[config.mk]
export PLATFORM = sky130hd
export DESIGN_NAME = doubly_linked_list_with_cursor
export DESIGN_NICKNAME = d
export VERILOG_FILES = /design/src/sv/dll_pkg.sv /design/src/sv/doubly_linked_list_with_cursor.sv
export SDC_FILE = /design/constraint.sdc
export NUM_CORES = 2
export LEC_CHECK = 0
export ABC_AREA = 1
export BUFFER_PORTS_ARGS = -buffer_cell sky130_fd_sc_hd__buf_2
export CORE_MARGIN = 3
export CORE_UTILIZATION = 46
export DETAILED_ROUTE_END_ITERATION = 10
export PLACE_DENSITY = 0.6
export SLEW_MARGIN = 20
export SYNTH_ARGS = -nofsm -noshare
export SYNTH_HDL_FRONTEND = slang
export SYNTH_SLANG_ARGS = --single-unit
[constraint.sdc]
create_clock -name clk_i -period 12.1 [get_ports clk_i]
set_input_delay 1.21 -clock clk_i [delete_from_list [all_inputs] [get_ports clk_i]]
set_output_delay 1.21 -clock clk_i [all_outputs]
set_load 0.01 [all_outputs]
[src/sv/dll_pkg.sv]
`timescale 1ns / 1ps

package dll_pkg;

  localparam int unsigned CMD_W  = 5;
  localparam int unsigned DATA_W = 32;

  typedef enum logic [CMD_W-1:0] {
    CMD_CLEAR       = 5'd0,
    CMD_INS_FIRST   = 5'd1,
    CMD_INS_LAST    = 5'd2,
    CMD_CUR_FIRST   = 5'd3,
    CMD_CUR_LAST    = 5'd4,
    CMD_READ_FIRST  = 5'd5,
    CMD_READ_LAST   = 5'd6,
    CMD_DEL_FIRST   = 5'd7,
    CMD_DEL_LAST    = 5'd8,
    CMD_DEL_AFTER   = 5'd9,
    CMD_DEL_BEFORE  = 5'd10,
    CMD_INS_AFTER   = 5'd11,
    CMD_INS_BEFORE  = 5'd12,
    CMD_READ_CUR    = 5'd13,
    CMD_WRITE_CUR   = 5'd14,
    CMD_CUR_NEXT    = 5'd15,
    CMD_CUR_PREV    = 5'd16,
    CMD_QUERY       = 5'd17
  } cmd_e;

  typedef enum logic [2:0] {
    S_IDLE,
    S_RD1,
    S_EV1,
    S_RD2,
    S_EV2,
    S_WR1,
    S_WR2,
    S_DONE
  } state_e;

endpackage

[src/sv/doubly_linked_list_with_cursor.sv]
`timescale 1ns / 1ps

// Bounded doubly linked list of signed 32-bit values with a cursor.
// Input channel: in_valid_i / in_stall_o with cmd_i and value_in_i. An item is
// taken at a rising edge with in_valid_i high and in_stall_o low. The block
// works on one command at a time and holds in_stall_o high until it is done.
// Output channel: out_valid_o / out_stall_i with read_value_o, error_o,
// active_o and node_count_o; every command yields exactly one result item.
// After accept every command passes S_RD1 and S_EV1; a lookup then goes to
// S_DONE, deleting the first or last node adds S_WR1, an insert adds S_WR1
// and S_WR2, and deleting next to the cursor adds S_RD2, S_EV2 and S_WR1.
// Another command can be taken in the cycle after the result is registered.
// The extra steps come from the single read and write port of each node
// memory: an insert writes the new node in S_WR1 and its neighbors in S_WR2.
// A held result does not block acceptance of the next command; the sequencer
// waits only when a new result is ready and the previous one is still stalled.
// Reset empties the list, makes the cursor inactive and drops any pending
// result. The node memories are not cleared; bookkeeping only reads entries
// that were written before.
module doubly_linked_list_with_cursor #(
  parameter int unsigned NODES = 64
) (
  input  logic                              clk_i,
  input  logic                              rst_ni,
  input  logic                              in_valid_i,
  output logic                              in_stall_o,
  input  logic [dll_pkg::CMD_W-1:0]         cmd_i,
  input  logic signed [dll_pkg::DATA_W-1:0] value_in_i,
  output logic                              out_valid_o,
  input  logic                              out_stall_i,
  output logic signed [dll_pkg::DATA_W-1:0] read_value_o,
  output logic                              error_o,
  output logic                              active_o,
  output logic [$clog2(NODES+1)-1:0]        node_count_o
);

  localparam int unsigned PW = $clog2(NODES + 1);
  localparam int unsigned IW = (NODES > 1) ? $clog2(NODES) : 1;
  localparam logic [PW-1:0] NIL = PW'(NODES);

  // Node storage.
  logic [dll_pkg::DATA_W-1:0] val_mem [NODES];
  logic [PW-1:0]              nxt_mem [NODES];
  logic [PW-1:0]              prv_mem [NODES];
  logic [IW-1:0]              fs_mem  [NODES];

  dll_pkg::state_e state_q, state_d;

  logic [dll_pkg::CMD_W-1:0]  cmd_q, cmd_d;
  logic [dll_pkg::DATA_W-1:0] val_q, val_d;
  logic [PW-1:0] head_q, head_d, tail_q, tail_d, cur_q, cur_d;
  logic [PW-1:0] free_top_q, free_top_d, fresh_q, fresh_d;
  logic [PW-1:0] a_q, a_d, b_q, b_d, p_q, p_d, n_q, n_d;
  logic [dll_pkg::DATA_W-1:0] res_rd_q, res_rd_d;
  logic          res_err_q, res_err_d;

  logic                       out_vld_q, out_vld_d;
  logic [dll_pkg::DATA_W-1:0] out_rd_q;
  logic                       out_err_q, out_act_q;
  logic [PW-1:0]              out_cnt_q;

  logic [dll_pkg::DATA_W-1:0] val_rd_q;
  logic [PW-1:0]              nxt_rd_q, prv_rd_q;
  logic [IW-1:0]              fs_rd_q;

  logic                       val_we, nxt_we, prv_we, fs_we;
  logic [IW-1:0]              val_wa, nxt_wa, prv_wa, fs_wa;
  logic [dll_pkg::DATA_W-1:0] val_wd;
  logic [PW-1:0]              nxt_wd, prv_wd;
  logic [IW-1:0]              fs_wd;
  logic [IW-1:0]              rd_addr, fs_ra;

  logic          accept, out_ld, act, is_ins, ins_ok, pool_full;
  logic [PW-1:0] sel_ptr, ins_a, ins_b, del_p, count;

  assign accept    = in_valid_i && !in_stall_o;
  assign in_stall_o = (state_q != dll_pkg::S_IDLE);
  assign out_ld    = (state_q == dll_pkg::S_DONE) && (!out_vld_q || !out_stall_i);
  assign act       = (cur_q != NIL);
  assign count     = fresh_q - free_top_q;
  assign pool_full = (free_top_q == '0) && (fresh_q == NIL);
  assign is_ins    = cmd_q inside {dll_pkg::CMD_INS_FIRST, dll_pkg::CMD_INS_LAST,
                                   dll_pkg::CMD_INS_AFTER, dll_pkg::CMD_INS_BEFORE};
  assign ins_ok    = (cmd_q inside {dll_pkg::CMD_INS_FIRST, dll_pkg::CMD_INS_LAST}) ||
                     (is_ins && act);

  // Node looked up in the first read cycle.
  always_comb begin
    case (cmd_q)
      dll_pkg::CMD_READ_FIRST, dll_pkg::CMD_DEL_FIRST: sel_ptr = head_q;
      dll_pkg::CMD_READ_LAST, dll_pkg::CMD_DEL_LAST:   sel_ptr = tail_q;
      default:                                         sel_ptr = cur_q;
    endcase
  end

  // Neighbors of a new node and the node to unlink, valid in S_EV1.
  always_comb begin
    ins_a = cur_q;
    ins_b = nxt_rd_q;
    del_p = sel_ptr;
    case (cmd_q)
      dll_pkg::CMD_INS_FIRST: begin
        ins_a = NIL;
        ins_b = head_q;
      end
      dll_pkg::CMD_INS_LAST: begin
        ins_a = tail_q;
        ins_b = NIL;
      end
      dll_pkg::CMD_INS_BEFORE: begin
        ins_a = prv_rd_q;
        ins_b = cur_q;
      end
      dll_pkg::CMD_DEL_AFTER:  del_p = nxt_rd_q;
      dll_pkg::CMD_DEL_BEFORE: del_p = prv_rd_q;
      default: ;
    endcase
  end

  assign rd_addr = (state_q == dll_pkg::S_RD2) ? p_q[IW-1:0] : sel_ptr[IW-1:0];
  assign fs_ra   = IW'(free_top_q - PW'(1));

  // Next state.
  always_comb begin
    state_d = state_q;
    case (state_q)
      dll_pkg::S_IDLE: begin
        if (accept) state_d = dll_pkg::S_RD1;
      end
      dll_pkg::S_RD1: state_d = dll_pkg::S_EV1;
      dll_pkg::S_EV1: begin
        state_d = dll_pkg::S_DONE;
        if (ins_ok && !pool_full) begin
          state_d = dll_pkg::S_WR1;
        end else if ((cmd_q inside {dll_pkg::CMD_DEL_FIRST, dll_pkg::CMD_DEL_LAST}) &&
                     sel_ptr != NIL) begin
          state_d = dll_pkg::S_WR1;
        end else if ((cmd_q inside {dll_pkg::CMD_DEL_AFTER, dll_pkg::CMD_DEL_BEFORE}) &&
                     act && del_p != NIL) begin
          state_d = dll_pkg::S_RD2;
        end
      end
      dll_pkg::S_RD2: state_d = dll_pkg::S_EV2;
      dll_pkg::S_EV2: state_d = dll_pkg::S_WR1;
      dll_pkg::S_WR1: state_d = is_ins ? dll_pkg::S_WR2 : dll_pkg::S_DONE;
      dll_pkg::S_WR2: state_d = dll_pkg::S_DONE;
      dll_pkg::S_DONE: begin
        if (out_ld) state_d = dll_pkg::S_IDLE;
      end
      default: state_d = dll_pkg::S_IDLE;
    endcase
  end

  // Datapath and memory ports.
  always_comb begin
    cmd_d      = cmd_q;
    val_d      = val_q;
    head_d     = head_q;
    tail_d     = tail_q;
    cur_d      = cur_q;
    free_top_d = free_top_q;
    fresh_d    = fresh_q;
    a_d        = a_q;
    b_d        = b_q;
    p_d        = p_q;
    n_d        = n_q;
    res_rd_d   = res_rd_q;
    res_err_d  = res_err_q;
    val_we = 1'b0;
    val_wa = cur_q[IW-1:0];
    val_wd = val_q;
    nxt_we = 1'b0;
    nxt_wa = n_q[IW-1:0];
    nxt_wd = b_q;
    prv_we = 1'b0;
    prv_wa = n_q[IW-1:0];
    prv_wd = a_q;
    fs_we  = 1'b0;
    fs_wa  = free_top_q[IW-1:0];
    fs_wd  = p_q[IW-1:0];

    case (state_q)
      dll_pkg::S_IDLE: begin
        if (accept) begin
          cmd_d     = cmd_i;
          val_d     = value_in_i;
          res_rd_d  = '0;
          res_err_d = 1'b0;
        end
      end
      dll_pkg::S_EV1: begin
        case (cmd_q)
          dll_pkg::CMD_CLEAR: begin
            free_top_d = '0;
            fresh_d    = '0;
            head_d     = NIL;
            tail_d     = NIL;
            cur_d      = NIL;
          end
          dll_pkg::CMD_CUR_FIRST: cur_d = head_q;
          dll_pkg::CMD_CUR_LAST:  cur_d = tail_q;
          dll_pkg::CMD_READ_FIRST, dll_pkg::CMD_READ_LAST, dll_pkg::CMD_READ_CUR: begin
            if (sel_ptr != NIL) res_rd_d = val_rd_q;
            else res_err_d = 1'b1;
          end
          dll_pkg::CMD_WRITE_CUR: begin
            val_we = act;
          end
          dll_pkg::CMD_CUR_NEXT: begin
            if (act) cur_d = nxt_rd_q;
          end
          dll_pkg::CMD_CUR_PREV: begin
            if (act) cur_d = prv_rd_q;
          end
          dll_pkg::CMD_DEL_FIRST, dll_pkg::CMD_DEL_LAST: begin
            p_d = sel_ptr;
            a_d = prv_rd_q;
            b_d = nxt_rd_q;
          end
          dll_pkg::CMD_DEL_AFTER, dll_pkg::CMD_DEL_BEFORE: begin
            p_d = del_p;
          end
          dll_pkg::CMD_INS_FIRST, dll_pkg::CMD_INS_LAST,
          dll_pkg::CMD_INS_AFTER, dll_pkg::CMD_INS_BEFORE: begin
            a_d = ins_a;
            b_d = ins_b;
            // Recycled nodes are used before untouched ones.
            if (ins_ok) begin
              if (free_top_q != '0) begin
                n_d        = PW'(fs_rd_q);
                free_top_d = free_top_q - PW'(1);
              end else if (fresh_q != NIL) begin
                n_d     = fresh_q;
                fresh_d = fresh_q + PW'(1);
              end else begin
                res_err_d = 1'b1;
              end
            end
          end
          default: ;
        endcase
      end
      dll_pkg::S_EV2: begin
        a_d = prv_rd_q;
        b_d = nxt_rd_q;
      end
      dll_pkg::S_WR1: begin
        if (is_ins) begin
          val_we = 1'b1;
          val_wa = n_q[IW-1:0];
          nxt_we = 1'b1;
          prv_we = 1'b1;
        end else begin
          nxt_wa = a_q[IW-1:0];
          nxt_wd = b_q;
          prv_wa = b_q[IW-1:0];
          prv_wd = a_q;
          if (a_q == NIL) head_d = b_q;
          else nxt_we = 1'b1;
          if (b_q == NIL) tail_d = a_q;
          else prv_we = 1'b1;
          if (cur_q == p_q) cur_d = NIL;
          if (free_top_q != NIL) begin
            fs_we      = 1'b1;
            free_top_d = free_top_q + PW'(1);
          end
        end
      end
      dll_pkg::S_WR2: begin
        nxt_wa = a_q[IW-1:0];
        nxt_wd = n_q;
        prv_wa = b_q[IW-1:0];
        prv_wd = n_q;
        if (a_q == NIL) head_d = n_q;
        else nxt_we = 1'b1;
        if (b_q == NIL) tail_d = n_q;
        else prv_we = 1'b1;
      end
      default: ;
    endcase
  end

  always_comb begin
    out_vld_d = out_vld_q;
    if (out_ld) out_vld_d = 1'b1;
    else if (!out_stall_i) out_vld_d = 1'b0;
  end

  always_ff @(posedge clk_i or negedge rst_ni) begin
    if (!rst_ni) begin
      state_q    <= dll_pkg::S_IDLE;
      head_q     <= NIL;
      tail_q     <= NIL;
      cur_q      <= NIL;
      free_top_q <= '0;
      fresh_q    <= '0;
      out_vld_q  <= 1'b0;
    end else begin
      state_q    <= state_d;
      head_q     <= head_d;
      tail_q     <= tail_d;
      cur_q      <= cur_d;
      free_top_q <= free_top_d;
      fresh_q    <= fresh_d;
      out_vld_q  <= out_vld_d;
    end
  end

  always_ff @(posedge clk_i) begin
    cmd_q     <= cmd_d;
    val_q     <= val_d;
    a_q       <= a_d;
    b_q       <= b_d;
    p_q       <= p_d;
    n_q       <= n_d;
    res_rd_q  <= res_rd_d;
    res_err_q <= res_err_d;
    if (out_ld) begin
      out_rd_q  <= res_rd_q;
      out_err_q <= res_err_q;
      out_act_q <= act;
      out_cnt_q <= count;
    end
  end

  always_ff @(posedge clk_i) begin
    if (val_we) val_mem[val_wa] <= val_wd;
    val_rd_q <= val_mem[rd_addr];
  end

  always_ff @(posedge clk_i) begin
    if (nxt_we) nxt_mem[nxt_wa] <= nxt_wd;
    nxt_rd_q <= nxt_mem[rd_addr];
  end

  always_ff @(posedge clk_i) begin
    if (prv_we) prv_mem[prv_wa] <= prv_wd;
    prv_rd_q <= prv_mem[rd_addr];
  end

  always_ff @(posedge clk_i) begin
    if (fs_we) fs_mem[fs_wa] <= fs_wd;
    fs_rd_q <= fs_mem[fs_ra];
  end

  assign out_valid_o  = out_vld_q;
  assign read_value_o = out_rd_q;
  assign error_o      = out_err_q;
  assign active_o     = out_act_q;
  assign node_count_o = out_cnt_q;

  a_pool_bounds: assert property (@(posedge clk_i) disable iff (!rst_ni)
    (free_top_q <= fresh_q) && (fresh_q <= NIL))
    else $error("free stack deeper than the nodes handed out");

  a_ends_agree: assert property (@(posedge clk_i) disable iff (!rst_ni)
    (state_q == dll_pkg::S_IDLE) |-> ((head_q == NIL) == (tail_q == NIL)))
    else $error("head and tail disagree on an empty list");

  a_empty_count: assert property (@(posedge clk_i) disable iff (!rst_ni)
    (state_q == dll_pkg::S_IDLE) |-> ((head_q == NIL) == (count == '0)))
    else $error("node count does not match the list");

  a_cursor_in_list: assert property (@(posedge clk_i) disable iff (!rst_ni)
    (state_q == dll_pkg::S_IDLE && act) |-> (count != '0))
    else $error("cursor active on an empty list");

  a_result_from_done: assert property (@(posedge clk_i) disable iff (!rst_ni)
    $rose(out_vld_q) |-> $past(state_q == dll_pkg::S_DONE))
    else $error("result item raised outside the finishing step");

endmodule
==> impl_metrics.tcl <==
set metrics [dict create \
    status "completed" \
    tightest_slew_ns 1.31 \
    rows 212 \
    grt_pass1_vias 98100 \
    fin_ws_ns 6.66 \
    tns_ns 0 \
    netlist_instances 14200 \
    hpwl_um 232000 \
    antenna_found_initial 7 \
    drive_above_1_share 0.0694 \
    clock_latency_ns 0.94 \
    dr.pass1.iters 7 \
    cts_tree "yes" \
    path_clk_slew_ns 0.06 \
    pwr-share-comb 0.356 \
    post_cts_resized 0 \
    root_buffer "clkbuf_16" \
    post-route-period-util 0.450 \
    syn-num-nets 14300 \
    critPathLaunch "cmd_q[2]" \
    grt.total_usage 0.256 \
    cts.sinks 3558 \
    overflow 0 \
    crit_fanout 184 \
    syn_area_per_cell_um2 10.8 \
    via_per_inst 5.51 \
    regArea_um2 106000 \
    place.gp.congestion 0.924 \
    post_cts_buffers 0 \
    slew_viol_final 0 \
    cp.required_ns 12.91 \
    setup_viol 0 \
    boundaryPins 84 \
    syn_area_um2 154000 \
    fillCellCount 29000 \
    r2r_start "cmd_q[2]" \
    dieHeight_um 585 \
    seqPwrFrac 0.367 \
    synth-seq-cells 3558 \
    maxCapViolations 0 \
    cts_buffer_depth 4 \
    start_util 0.462 \
    critPathLaunchType "flop" \
    num_vias 104000 \
    clkPwrFrac 0.277 \
    critPathKind "reg -> reg" \
    p_sw_frac 0.395 \
    ys_warn_count 0 \
    wirelength_um 447000 \
    hold_ws_ns 0.354 \
    leakage_nw 67.7 \
    end_kind "flop" \
    p_switching_mw 16.0 \
    dp_slack_ns 6.66 \
    yosys.cell_types.count 51 \
    fin_cells 18800 \
    arrival_ns 6.25 \
    layout_commonest_cell "edfxtp_1" \
    core_um2 334000 \
    finalNetCount 14200 \
    max_freq_ghz 0.184 \
    rsz0062_at_grt "false" \
    routedWlPerCell_um 23.8 \
    io_buffers 83 \
    fin_total_pwr_mw 40.5 \
    dieArea_um2 343000 \
    syn_to_final_growth_pct 10.9 \
    ys_seq_area_frac 0.687 \
    rr_endpoint "val_rd_q[26]" \
    hold_buffers 0 \
    die_w_um 585 \
    powerDensity_nw_per_um2 236 \
    fin_skew_ns 0.0538 \
    drc 0 \
    drtIter0Drc 12300 \
    cell_internal_pwr_mw 24.5 \
    min_path_type "in -> async" \
    min_period_ns 5.44 \
    grt_max_degree 185 \
    hold_violations 0 \
    rrSetupSlack_ns 6.66 \
    ant_nets 0 \
    reg2reg_depth 16 \
    multi_input_area_um2 36100 \
    ir_drop_v 0.000351 \
    grt_pass1_wl_um 656000 \
    dp.cells 18100 \
    relSlewSlack 0.128 \
    final_cell_mix "edfxtp_1, nand3_1, nand2_1" \
    h-tree-depth 5 \
    numCtsBuffers 373 \
]
==> worst max-delay path, stage by stage (launching register included) <==
cell      delay (ns)
edfxtp_1        0.46
inv_2           0.10
nor2_2          0.05
nand3_1         0.14
nand2_2         0.14
a21oi_1         0.29
nand3_4         0.46
nand2_4         0.76
buf_4           0.78
buf_12          0.54
nand2_1         0.11
nand3_1         0.15
nand3_1         0.09
nand3_1         0.15
nand3_1         0.25
nand3_1         0.32
nand2_1         0.08
==> kinds of logic (layout without fill, tap and decap cells) <==
group,after synthesis,count (layout),synth area share
multiplexers,51,51,0.00335
flip-flops,3558,3558,0.687
other,0,3,0
buffers and inverters,3330,3501,0.0843
AND/OR/NAND/NOR,6822,6822,0.204
adder cells (fa/ha/maj),11,11,0.000940
XOR/XNOR,20,20,0.00113
AO/OA/AOI/OAI,451,451,0.0188
==> synthesized netlist by cell type, drive strengths merged <==
library cell | count | area [µm²]
xnor2 | 4 | 35.0
o21a | 3 | 22.5
nor2 | 565 | 2170
or2 | 5 | 31.3
o211ai | 56 | 420
nand4 | 24 | 150
ha | 10 | 125
a211o | 1 | 8.76
edfxtp | 3467 | 104000
and2 | 1 | 6.26
inv | 2505 | 9410
a31oi | 4 | 25.0
nand3 | 3154 | 15800
buf | 450 | 2200
nand2 | 2566 | 9660
dfrtp | 36 | 901
nand3b | 460 | 3450
a221o | 1 | 10.0
clkbuf | 372 | 1400
clkinv | 3 | 11.3
a21oi | 52 | 287
nor4 | 12 | 75.1
o22ai | 20 | 125
a211oi | 4 | 35.0
fa | 1 | 20.0
o21ai | 203 | 1030
a221oi | 7 | 61.3
mux2i | 45 | 450
dfxtp | 52 | 1040
dfstp | 3 | 78.8
o221ai | 48 | 420
mux2 | 6 | 67.6
nor3 | 35 | 190
xor2 | 16 | 140
o32ai | 52 | 455
==> power groups by stage <==
stage	clock network, mW	registers [mW]	logic, mW
4_1_cts	11.4	14.9	14.3
3_3_place_gp	0	15.1	14.2
6_report	11.2	14.9	14.4
2_1_floorplan	0	15.1	8.96
3_5_place_dp	0	15.1	14.3
5_1_grt	11.8	14.9	15.6
==> layer usage <==
| metal | track usage | part of all wire | vias up |
|---|---|---|---|
| li1 | - | - | 47700 |
| met1 | 0.368 | 0.43 | 50300 |
| met2 | 0.400 | 0.45 | 4744 |
| met3 | 0.0415 | 0.090 | 759 |
| met4 | 0.0773 | 0.031 | 4 |
| met5 | 0 | 0.000067 | - |
==> metrics by stage <==
stage	instance area, µm²	util
after detailed placement	159000	0.477
final	171000	0.513
after CTS	171000	0.513
after floorplan	154000	-
after global routing	171000	0.513
after global placement	159000	0.477
==> sequential cells by signal, indices dropped and copies added (netlist names), 32 cells and up <==
| signal | cells |
|---|---|
| res_rd_q | 32 |
| fs_mem | 384 |
| val_q | 32 |
| nxt_mem | 448 |
| prv_mem | 448 |
| val_mem | 2048 |
| read_value_o | 32 |
| val_rd_q | 32 |
==> final cells by class <==
cell class	count	share of cell area
clock inverters	206	0.0104
inverters	2508	0.0552
clock buffers	478	0.0587
diodes	3	0.0000438
multi-input cells	7355	0.211
repair buffers	309	0.0135
well taps	4387	0.0320
flip-flops and latches	3558	0.620
==> worst max path at each step <==
| stage | to | slack [ns] |
|---|---|---|
| finish | val_rd_q[26] | 6.66 |
| detailed placement | val_rd_q[4] | 6.66 |
| CTS | val_rd_q[4] | 6.68 |
| global route | val_rd_q[4] | 6.32 |
| floorplan | val_mem[4][0] | 6.52 |
| global placement | val_rd_q[4] | 6.66 |
Power figures use the tool's default switching activity.
